==> src/hw/rtl/skt_pkg.sv <==
package skt_pkg;

	// Operation codes carried in the mode field of a request item.
	localparam logic [1:0] MODE_INSERT = 2'd0;
	localparam logic [1:0] MODE_LOOKUP = 2'd1;
	localparam logic [1:0] MODE_DELETE = 2'd2;
	localparam logic [1:0] MODE_CLEAR  = 2'd3;

	// Result status codes.
	localparam logic [1:0] ST_OK   = 2'd0;
	localparam logic [1:0] ST_DUP  = 2'd1;
	localparam logic [1:0] ST_FULL = 2'd2;
	localparam logic [1:0] ST_MISS = 2'd3;

	// Read address sources for the entry memories.
	localparam logic [1:0] ADDR_I       = 2'd0;
	localparam logic [1:0] ADDR_BELOW_J = 2'd1;
	localparam logic [1:0] ADDR_ABOVE_J = 2'd2;

	// Register file of the configuration port.
	localparam int         APB_ADDR_BITS  = 3;
	localparam logic       REG_KEY_SIGNED = 1'b0;

	typedef struct packed {
		logic [1:0]  mode;
		logic [31:0] key;
		logic [31:0] value;
	} skt_req_t;

	typedef struct packed {
		logic [1:0]  status;
		logic [3:0]  position;
		logic [31:0] found_value;
		logic [4:0]  entry_count;
	} skt_rsp_t;

	// Commands from the controller to the datapath.
	typedef struct packed {
		logic       load_op;
		logic       clr_count;
		logic       i_clr;
		logic       i_inc;
		logic       rd_en;
		logic [1:0] rd_addr_sel;
		logic       hit_clr;
		logic       hit_cap;
		logic       j_load_n;
		logic       j_load_i;
		logic       j_dec;
		logic       j_inc;
		logic       wr_en;
		logic       wr_new;
		logic       n_inc;
		logic       n_dec;
		logic       stage_en;
		logic [1:0] stage_status;
		logic       stage_pos;
		logic       stage_val;
		logic       res_load;
	} skt_cmd_t;

	// Status from the datapath to the controller.
	typedef struct packed {
		logic full;
		logic i_at_n;
		logic less;
		logic hit;
		logic j_eq_i;
		logic j_last;
		logic out_busy;
	} skt_stat_t;

endpackage

==> src/hw/rtl/skt_ctrl.sv <==
module skt_ctrl (
	input  logic                clk,
	input  logic                arst_n,
	input  logic                req_valid,
	output logic                req_ready,
	input  logic [1:0]          req_mode,
	input  skt_pkg::skt_stat_t  stat,
	output skt_pkg::skt_cmd_t   cmd
);

	localparam logic [3:0] S_IDLE = 4'd0;
	localparam logic [3:0] S_RD   = 4'd1;
	localparam logic [3:0] S_CMP  = 4'd2;
	localparam logic [3:0] S_DEC  = 4'd3;
	localparam logic [3:0] S_UP   = 4'd4;
	localparam logic [3:0] S_UPW  = 4'd5;
	localparam logic [3:0] S_DN   = 4'd6;
	localparam logic [3:0] S_DNW  = 4'd7;
	localparam logic [3:0] S_FIN  = 4'd8;

	logic [3:0] state_q;
	logic [3:0] state_nxt;
	logic [1:0] mode_q;

	assign req_ready = (state_q == S_IDLE);

	// State register and the operation held for the item in progress.
	always_ff @(posedge clk or negedge arst_n) begin
		if (!arst_n) begin
			state_q <= S_IDLE;
			mode_q  <= skt_pkg::MODE_INSERT;
		end else begin
			state_q <= state_nxt;
			if (req_valid && req_ready) begin
				mode_q <= req_mode;
			end
		end
	end

	// Next state and datapath commands.
	always_comb begin
		state_nxt = state_q;
		cmd       = '0;
		case (state_q)
			S_IDLE: begin
				if (req_valid) begin
					cmd.load_op = 1'b1;
					if (req_mode == skt_pkg::MODE_CLEAR) begin
						cmd.clr_count    = 1'b1;
						cmd.stage_en     = 1'b1;
						cmd.stage_status = skt_pkg::ST_OK;
						state_nxt        = S_FIN;
					end else if (req_mode == skt_pkg::MODE_INSERT && stat.full) begin
						cmd.stage_en     = 1'b1;
						cmd.stage_status = skt_pkg::ST_FULL;
						state_nxt        = S_FIN;
					end else begin
						cmd.i_clr = 1'b1;
						state_nxt = S_RD;
					end
				end
			end
			// Walk the entries in order until one is not below the key or all have been read.
			S_RD: begin
				if (stat.i_at_n) begin
					cmd.hit_clr = 1'b1;
					state_nxt   = S_DEC;
				end else begin
					cmd.rd_en       = 1'b1;
					cmd.rd_addr_sel = skt_pkg::ADDR_I;
					state_nxt       = S_CMP;
				end
			end
			S_CMP: begin
				if (stat.less) begin
					cmd.i_inc = 1'b1;
					state_nxt = S_RD;
				end else begin
					cmd.hit_cap = 1'b1;
					state_nxt   = S_DEC;
				end
			end
			// The search is over; pick the outcome for the operation.
			S_DEC: begin
				cmd.stage_en = 1'b1;
				state_nxt    = S_FIN;
				case (mode_q)
					skt_pkg::MODE_INSERT: begin
						if (stat.hit) begin
							cmd.stage_status = skt_pkg::ST_DUP;
							cmd.stage_pos    = 1'b1;
						end else begin
							cmd.stage_en = 1'b0;
							cmd.j_load_n = 1'b1;
							state_nxt    = S_UP;
						end
					end
					skt_pkg::MODE_LOOKUP, skt_pkg::MODE_DELETE: begin
						if (stat.hit) begin
							cmd.stage_status = skt_pkg::ST_OK;
							cmd.stage_pos    = 1'b1;
							cmd.stage_val    = 1'b1;
							if (mode_q == skt_pkg::MODE_DELETE) begin
								cmd.j_load_i = 1'b1;
								state_nxt    = S_DN;
							end
						end else begin
							cmd.stage_status = skt_pkg::ST_MISS;
						end
					end
					default: begin
						cmd.stage_status = skt_pkg::ST_OK;
					end
				endcase
			end
			// Move larger entries up one place, then write the new one.
			S_UP: begin
				if (stat.j_eq_i) begin
					cmd.wr_en        = 1'b1;
					cmd.wr_new       = 1'b1;
					cmd.n_inc        = 1'b1;
					cmd.stage_en     = 1'b1;
					cmd.stage_status = skt_pkg::ST_OK;
					cmd.stage_pos    = 1'b1;
					state_nxt        = S_FIN;
				end else begin
					cmd.rd_en       = 1'b1;
					cmd.rd_addr_sel = skt_pkg::ADDR_BELOW_J;
					state_nxt       = S_UPW;
				end
			end
			S_UPW: begin
				cmd.wr_en = 1'b1;
				cmd.j_dec = 1'b1;
				state_nxt = S_UP;
			end
			// Move larger entries down one place over the removed one.
			S_DN: begin
				if (stat.j_last) begin
					cmd.n_dec = 1'b1;
					state_nxt = S_FIN;
				end else begin
					cmd.rd_en       = 1'b1;
					cmd.rd_addr_sel = skt_pkg::ADDR_ABOVE_J;
					state_nxt       = S_DNW;
				end
			end
			S_DNW: begin
				cmd.wr_en = 1'b1;
				cmd.j_inc = 1'b1;
				state_nxt = S_DN;
			end
			// Hand the result to the output register once it is free.
			S_FIN: begin
				if (!stat.out_busy) begin
					cmd.res_load = 1'b1;
					state_nxt    = S_IDLE;
				end
			end
			default: begin
				state_nxt = S_IDLE;
			end
		endcase
	end

endmodule

==> src/hw/rtl/skt_datapath.sv <==
module skt_datapath #(
	parameter int CAPACITY   = 16,
	parameter int KEY_BITS   = 32,
	parameter int VALUE_BITS = 32
) (
	input  logic                clk,
	input  logic                arst_n,
	input  skt_pkg::skt_req_t   req,
	input  logic                key_signed,
	input  skt_pkg::skt_cmd_t   cmd,
	output skt_pkg::skt_stat_t  stat,
	output logic                rsp_valid,
	input  logic                rsp_ready,
	output skt_pkg::skt_rsp_t   rsp
);

	localparam int AW = (CAPACITY > 1) ? $clog2(CAPACITY) : 1;
	localparam int CW = $clog2(CAPACITY + 1);
	localparam logic [KEY_BITS-1:0] KEY_TOP = KEY_BITS'(64'd1 << (KEY_BITS - 1));
	localparam logic [CW-1:0] CAP_CW = CW'(CAPACITY);

	logic [KEY_BITS-1:0]   key_mem [CAPACITY];
	logic [VALUE_BITS-1:0] val_mem [CAPACITY];

	logic [KEY_BITS-1:0]   key_q;
	logic [VALUE_BITS-1:0] val_q;
	logic [KEY_BITS-1:0]   rd_key_q;
	logic [VALUE_BITS-1:0] rd_val_q;
	logic [CW-1:0]         i_q;
	logic [CW-1:0]         j_q;
	logic [CW-1:0]         n_q;
	logic                  hit_q;
	logic [1:0]            stg_status_q;
	logic [CW-1:0]         stg_pos_q;
	logic [VALUE_BITS-1:0] stg_val_q;
	logic                  rsp_valid_q;
	skt_pkg::skt_rsp_t     rsp_q;

	logic [KEY_BITS+31:0]   key_ext;
	logic [VALUE_BITS+31:0] val_ext;
	logic [KEY_BITS-1:0]    flip;
	logic [CW-1:0]          rd_addr;
	logic [CW-1:0]          wr_addr;
	logic [CW:0]            j_plus;
	logic [CW+3:0]          pos_ext;
	logic [CW+4:0]          cnt_ext;
	logic [VALUE_BITS+31:0] fv_ext;

	// Packs the staged fields into a result item at the output widths.
	function automatic skt_pkg::skt_rsp_t rsp_nxt(
		input logic [1:0]            st,
		input logic [CW+3:0]         pe,
		input logic [VALUE_BITS+31:0] fe,
		input logic [CW+4:0]         ce
	);
		skt_pkg::skt_rsp_t r;
		r.status      = st;
		r.position    = pe[3:0];
		r.found_value = fe[31:0];
		r.entry_count = ce[4:0];
		return r;
	endfunction

	// Fit the request fields to the stored widths.
	assign key_ext = {{KEY_BITS{1'b0}}, req.key};
	assign val_ext = {{VALUE_BITS{1'b0}}, req.value};

	// Flipping the top bit makes unsigned order match two's complement order.
	assign flip = key_signed ? KEY_TOP : '0;

	assign j_plus = {1'b0, j_q} + {{CW{1'b0}}, 1'b1};

	always_comb begin
		case (cmd.rd_addr_sel)
			skt_pkg::ADDR_BELOW_J: rd_addr = j_q - CW'(1);
			skt_pkg::ADDR_ABOVE_J: rd_addr = j_plus[CW-1:0];
			default:               rd_addr = i_q;
		endcase
	end

	assign wr_addr = cmd.wr_new ? i_q : j_q;

	// Status for the controller.
	always_comb begin
		stat          = '0;
		stat.full     = (n_q >= CAP_CW);
		stat.i_at_n   = (i_q >= n_q);
		stat.less     = ((rd_key_q ^ flip) < (key_q ^ flip));
		stat.hit      = hit_q;
		stat.j_eq_i   = (j_q == i_q);
		stat.j_last   = (j_plus >= {1'b0, n_q});
		stat.out_busy = rsp_valid_q && !rsp_ready;
	end

	// Entry memories: one write and one registered read per cycle.
	always_ff @(posedge clk) begin
		if (cmd.wr_en) begin
			key_mem[wr_addr[AW-1:0]] <= cmd.wr_new ? key_q : rd_key_q;
			val_mem[wr_addr[AW-1:0]] <= cmd.wr_new ? val_q : rd_val_q;
		end
		if (cmd.rd_en) begin
			rd_key_q <= key_mem[rd_addr[AW-1:0]];
			rd_val_q <= val_mem[rd_addr[AW-1:0]];
		end
	end

	assign pos_ext = {4'd0, stg_pos_q};
	assign cnt_ext = {5'd0, n_q};
	assign fv_ext  = {32'd0, stg_val_q};

	// Operands of the item in progress and the staged result.
	always_ff @(posedge clk) begin
		if (cmd.load_op) begin
			key_q <= key_ext[KEY_BITS-1:0];
			val_q <= val_ext[VALUE_BITS-1:0];
		end
		if (cmd.stage_en) begin
			stg_status_q <= cmd.stage_status;
			stg_pos_q    <= cmd.stage_pos ? i_q : '0;
			stg_val_q    <= cmd.stage_val ? rd_val_q : '0;
		end
		if (cmd.res_load) begin
			rsp_q <= rsp_nxt(stg_status_q, pos_ext, fv_ext, cnt_ext);
		end
	end

	// Search position, shift index, entry count and match flag.
	always_ff @(posedge clk or negedge arst_n) begin
		if (!arst_n) begin
			i_q         <= '0;
			j_q         <= '0;
			n_q         <= '0;
			hit_q       <= 1'b0;
			rsp_valid_q <= 1'b0;
		end else begin
			if (cmd.i_clr) begin
				i_q <= '0;
			end else if (cmd.i_inc) begin
				i_q <= i_q + CW'(1);
			end
			if (cmd.j_load_n) begin
				j_q <= n_q;
			end else if (cmd.j_load_i) begin
				j_q <= i_q;
			end else if (cmd.j_dec) begin
				j_q <= j_q - CW'(1);
			end else if (cmd.j_inc) begin
				j_q <= j_plus[CW-1:0];
			end
			if (cmd.clr_count) begin
				n_q <= '0;
			end else if (cmd.n_inc) begin
				n_q <= n_q + CW'(1);
			end else if (cmd.n_dec) begin
				n_q <= n_q - CW'(1);
			end
			if (cmd.hit_clr) begin
				hit_q <= 1'b0;
			end else if (cmd.hit_cap) begin
				hit_q <= (rd_key_q == key_q);
			end
			if (cmd.res_load) begin
				rsp_valid_q <= 1'b1;
			end else if (rsp_ready) begin
				rsp_valid_q <= 1'b0;
			end
		end
	end

	assign rsp_valid = rsp_valid_q;
	assign rsp       = rsp_q;

endmodule

==> src/hw/rtl/sorted_key_table.sv <==
// Ordered key/value table of up to CAPACITY entries, kept in ascending key order in
// two entry memories. Each request item inserts, looks up, deletes or clears, and gives
// exactly one result item. The next item is taken only after the current one has handed
// its result to the output register. A clear, or an insert into a full table, is decided
// at once, with no search. Every other item first runs a linear search that reads the
// entries in order: the keys below the request key plus the first one that is not, or
// every entry when all keys are below it. Each scan step is a registered read and then
// the compare. An insert or a delete that changes the table then moves the larger
// entries, up one place on insert or down one place on delete, and each move step is a
// read and then the write. A finished item also waits for as long as the previous result
// is still held by the receiver. Reset empties the table at once; there is no clearing
// pass. The key_signed register selects two's complement or unsigned key order and
// should only be changed while the table is empty or idle with keys already ordered
// for the new setting.
module sorted_key_table #(
	parameter int CAPACITY   = 16,
	parameter int KEY_BITS   = 32,
	parameter int VALUE_BITS = 32
) (
	input  logic                              clk,
	input  logic                              arst_n,
	input  logic                              req_valid,
	output logic                              req_ready,
	input  skt_pkg::skt_req_t                 req,
	output logic                              rsp_valid,
	input  logic                              rsp_ready,
	output skt_pkg::skt_rsp_t                 rsp,
	input  logic                              psel,
	input  logic                              penable,
	input  logic                              pwrite,
	input  logic [skt_pkg::APB_ADDR_BITS-1:0] paddr,
	input  logic [31:0]                       pwdata,
	output logic [31:0]                       prdata,
	output logic                              pready
);

	skt_pkg::skt_cmd_t  cmd;
	skt_pkg::skt_stat_t stat;
	logic               key_signed_q;

	// Configuration register.
	assign pready = 1'b1;

	always_ff @(posedge clk or negedge arst_n) begin
		if (!arst_n) begin
			key_signed_q <= 1'b0;
		end else if (psel && penable && pwrite && paddr[2] == skt_pkg::REG_KEY_SIGNED) begin
			key_signed_q <= pwdata[0];
		end
	end

	assign prdata = (paddr[2] == skt_pkg::REG_KEY_SIGNED) ? {31'd0, key_signed_q} : 32'd0;

	skt_ctrl u_ctrl (
		.clk       (clk),
		.arst_n    (arst_n),
		.req_valid (req_valid),
		.req_ready (req_ready),
		.req_mode  (req.mode),
		.stat      (stat),
		.cmd       (cmd)
	);

	skt_datapath #(
		.CAPACITY   (CAPACITY),
		.KEY_BITS   (KEY_BITS),
		.VALUE_BITS (VALUE_BITS)
	) u_datapath (
		.clk        (clk),
		.arst_n     (arst_n),
		.req        (req),
		.key_signed (key_signed_q),
		.cmd        (cmd),
		.stat       (stat),
		.rsp_valid  (rsp_valid),
		.rsp_ready  (rsp_ready),
		.rsp        (rsp)
	);

endmodule

==> config.mk <==
export PLATFORM = sky130hd
export DESIGN_NAME = sorted_key_table
export DESIGN_NICKNAME = d
export VERILOG_FILES = /design/src/hw/rtl/skt_pkg.sv /design/src/hw/rtl/skt_ctrl.sv /design/src/hw/rtl/skt_datapath.sv /design/src/hw/rtl/sorted_key_table.sv
export SDC_FILE = /design/constraint.sdc
export NUM_CORES = 2
export LEC_CHECK = 0
export BUFFER_PORTS_ARGS = -buffer_cell sky130_fd_sc_hd__buf_2
export CORE_ASPECT_RATIO = 0.6
export CORE_MARGIN = 8
export CORE_UTILIZATION = 55
export CTS_BUF_LIST = sky130_fd_sc_hd__clkbuf_4 sky130_fd_sc_hd__clkbuf_8
export DETAILED_ROUTE_END_ITERATION = 16
export PLACE_DENSITY = 0.75
export SYNTH_ARGS = -nofsm -noshare
export SYNTH_HDL_FRONTEND = slang
export SYNTH_HIERARCHICAL = 1
export SYNTH_SLANG_ARGS = --single-unit
==> constraint.sdc <==
create_clock -name clk -period 5.9 [get_ports clk]
set_clock_uncertainty 0.05 [all_clocks]
set_input_delay 0.295 -clock clk [delete_from_list [all_inputs] [get_ports clk]]
set_output_delay 0.295 -clock clk [all_outputs]
set_load 0.1 [all_outputs]
==> summary.txt <==
Critical path
  • Path depth of the worst reg2reg path: 17
  • Crit path max fanout: 57
  • R2R Path Start: u_datapath/j_q[1]
  • Crit end category: register
  • Reg2Reg Setup Slack: 0.35 ns
  • Required time worst endpoint: 6.43 ns
  • Worst Path Class, Setup: reg2reg
  • Worst Setup Start Kind: register
  • Setup crit end: u_datapath/rd_key_q[20]
  • Worst reg2reg path endpoint: u_datapath/rd_key_q[20]
  • CP arrival: roughly 6 ns
  • CP Launch Point: u_datapath/j_q[1]

Die
  • Io pins: 186
  • Die outline width: 409 microns
  • Die H: about 250 microns
  • Initial Utilization: a little under three fifths
  • Total die area: between 0.1 and 0.15 sq mm
  • Cell row count: 86
  • Core area: between 0.09 and 0.1 sq mm

Routing
  • Post-Route WL: 119000 microns
  • M1 WL: between 40000 and 50000 microns
  • Top routing layer in use: met4
  • Detailed Routing Iterations Pass 1: 6
  • ANT nets after route: 0
  • DR WL met2: 55600 microns
  • DRT iter0 DRCs: roughly 3200
  • Residual DRC count: 0
  • DR WL/cell: about 26 microns
  • Vias per cell: 6.13
  • Metal3 WL: around 11000 microns
  • Routed vias: about 28000

STA
  • Fin. Hold Viols: 0
  • Minimum clock period: between 5 and 6 ns
  • Period utilization: 94.1%
  • RSZ-0062 raised after global routing: false
  • Finish-stage setup viols: 0
  • Setup ws final: between 0.3 and 0.4 ns
  • Setup TNS: 0 ns
  • Slew headroom: 17.2%
  • Fin. max-slew vios: 0
  • Fmax: 180 MHz
  • Worst slew pin tran: around 1.2 ns

Synth
  • Post-synthesis adder-cell area fraction: under 10%
  • Synth Area in Compound Gates: approximately 7%
  • Post-synth EDFFs: between 1000 and 1500
  • Fraction of registers with async set/reset: about 1.9%
  • Unique masters post-synth: between 60 and 70
  • Largest family of logic cells by synthesized area: multiplexers
  • Simple-Gate Fraction of Synth Area: ~7.2%
  • YS warnings: 6
  • Mux cell area share after synthesis: 7.31%
  • Xor/xnor cell area share of the yosys netlist: less than 1%
  • Ys flop type: edfxtp_1
  • Synth Register Bits: between 1000 and 1500
  • Seq/Total Area, Yosys: roughly three quarters
  • Area of the mapped netlist: 0.0509 sq mm
  • Cells after Synth: roughly 3000
  • Synth Area per Inst: ~17 sq um

CTS
  • Clk pin slew, worst setup/hold paths: approximately 0.07 ns
  • CTS root buffer: clkbuf_8
  • Post-cts sizing count: 0
  • CTS tree: done
  • Cts bufs inserted: between 150 and 200
  • H-tree depth: 4
  • Worst skew pair latency: 0.84 ns
  • Hold_buf cts: 74
  • CTS Buffer Depth: 3
  • CTS sink cnt: 1257
  • Post-CTS Setup Bufs: 0

Power and ir drop
  • Worst VDD drop: a little over 0.4 mV
  • Leakage: between 15 and 20 nW
  • PD cells: 499 mW/mm^2
  • Total power: 28.7 mW

Layout
  • Nets: between 3000 and 4000
  • Share of layout cells above drive strength 1: between 20% and 30%
  • Final Instance Area: about 0.057 sq mm
  • Multi-input combinational cell area: approximately 0.012 sq mm
  • Area grow syn2layout: 12.7%
  • Register area: 0.0376 sq mm
  • Fillers: roughly 6300
  • Non-filler cells, final: about 4600

Run
  • MaxCap Viol Count: 0

Worst hold path
  • Hold Path Class: in2reg

GRT
  • Tot GR Track Use: a little under a quarter
  • Wire length of the first global-routing pass: roughly 180000 microns
  • Vias in the first global route: 28600
  • Initial antenna violation count: 1
  • Largest net degree at the start of global routing: 91
  • Grt total ovfl: 0

Run status
  • Outcome: complete, no violations

Placed design
  • Port Buffers: 120
  • Number of cells after detailed placement: roughly 4300
  • DP Area: between 0.05 and 0.06 sq mm
  • RePlAce Congestion: 0.863
  • Dpl ws: 0.534 ns
  • Final HPWL DP: ~65000 microns
==> through the flow <==
stage                     hold WS (ns)  utilization [%]
after CTS                       0.0434             62.5
final                            0.118             62.5
after global placement           0.267             58.1
after detailed placement         0.282             58.1
after floorplan                -0.0506                -
after global routing            0.0712             62.5
==> cell usage after synthesis (3+ instances only) <==
master | count | area (sq um)
nand2b_1 | 11 | 68.8
dfrtp_1 | 24 | 601
o31a_1 | 66 | 578
buf_4 | 51 | 383
xor2_1 | 9 | 78.8
buf_1 | 3 | 11.3
nand4_1 | 9 | 56.3
a21o_1 | 19 | 143
a311oi_1 | 128 | 1120
and2_1 | 166 | 1040
nand2_1 | 422 | 1580
edfxtp_1 | 1233 | 37000
a211oi_2 | 50 | 626
mux2i_1 | 8 | 80.1
nand4b_1 | 3 | 26.3
clkbuf_1 | 78 | 293
inv_1 | 55 | 206
buf_6 | 26 | 293
a21oi_1 | 25 | 125
nor2b_1 | 16 | 100
mux4_2 | 128 | 2880
mux2_2 | 64 | 721
o211ai_1 | 4 | 30.0
and3_1 | 4 | 25.0
nor2_1 | 44 | 165
a211o_1 | 3 | 26.3
ha_1 | 53 | 663
a211oi_1 | 79 | 593
buf_2 | 64 | 320
o21ai_0 | 17 | 85.1
o21a_1 | 3 | 22.5
a31oi_1 | 7 | 43.8
xnor2_1 | 12 | 105
nor3_1 | 11 | 55.1
nand3_1 | 76 | 380
==> where the power goes <==
group | leakage (nW) | total [mW] | internal, mW | switching [mW]
clock network | 1.76 | 6.51 | 3.33 | 3.18
logic | 5.74 | 9.52 | 3.38 | 6.14
registers | 11.5 | 12.6 | 12.1 | 0.493
total | 19.0 | 28.7 | 18.8 | 9.81
==> worst min-delay path by stage <==
stage / startpoint / endpoint / slack (ns) / cells past startpoint
2_1_floorplan: arst_n / key_signed_q / -0.05 / 0
3_3_place_gp: arst_n / u_ctrl/mode_q[0] / 0.27 / 1
3_5_place_dp: arst_n / u_datapath/n_q[0] / 0.28 / 1
4_1_cts: req[18] / u_datapath/val_q[18] / 0.04 / 2
5_1_grt: req[31] / u_datapath/val_q[31] / 0.07 / 2
6_report: req[11] / u_datapath/val_q[11] / 0.12 / 2
==> per-layer routing <==
metal	track usage, %	vias to the layer above
met3	5.33	212
li1	-	12300
met1	31.9	14600
met2	35.0	1440
met5	0	-
met4	7.65	0
==> flip-flops by register name, indices dropped and copies added (netlist names) <==
signal,flops
u_datapath/hit_q,1
key_signed_q,1
u_datapath/val_q,32
u_datapath/stg_status_q,2
u_datapath/j_q,5
u_datapath/rd_val_q,32
u_datapath/rd_key_q,32
u_ctrl/mode_q,2
u_datapath/rsp,43
u_ctrl/state_q,4
u_datapath/stg_pos_q,4
u_datapath/key_mem,512
u_datapath/rsp_valid,1
u_datapath/stg_val_q,32
u_datapath/key_q,32
u_datapath/i_q,5
u_datapath/n_q,5
u_datapath/val_mem,512
==> final cells by class <==
| type | count | share of cell area (%) |
|---|---|---|
| well taps | 1232 | 2.69 |
| inverters | 55 | 0.364 |
| clock inverters | 74 | 0.765 |
| diodes | 2 | 0.00872 |
| multi-input cells | 1507 | 21.1 |
| flip-flops and latches | 1257 | 65.5 |
| repair buffers | 288 | 4.56 |
| clock buffers | 231 | 4.99 |
==> layout by cell type (no fill, tap or decap), types with 49 or more instances in the layout <==
cell type / count
nand2_1: 422
nand3_1: 76
mux2_2: 64
clkbuf_4: 50
o31a_1: 66
edfxtp_1: 1233
a311oi_1: 128
and2_1: 166
dlygate4sd3_1: 73
a211oi_2: 50
clkbuf_8: 181
buf_2: 120
mux4_2: 128
buf_4: 49
inv_1: 53
a211oi_1: 79
ha_1: 53
==> logic make-up after synthesis <==
kind of cell | count (synthesis)
buffers and inverters | 277
and+or+nand+nor | 778
AOI/OAI and AO/OA | 419
xor gates and xnor gates | 21
adders and majority gates | 54
DFF | 1257
other | 2
muxes | 203
==> critical path: stages, from the launching register on <==
cell and delay [ns]:
dfrtp_1 0.63, inv_1 0.16, ha_1 0.44, ha_1 0.27, a21o_1 0.15, a21oi_1 0.14
nor2b_1 0.06, o21ai_0 0.19, o211ai_1 0.25, nor2_1 0.25, ha_1 0.45, nor2b_1 0.22
a221o_4 0.88, buf_4 0.41, mux4_2 0.34, nand2_1 0.12, nand3_1 0.09, o31a_1 0.14
Power figures use the tool's default switching activity.
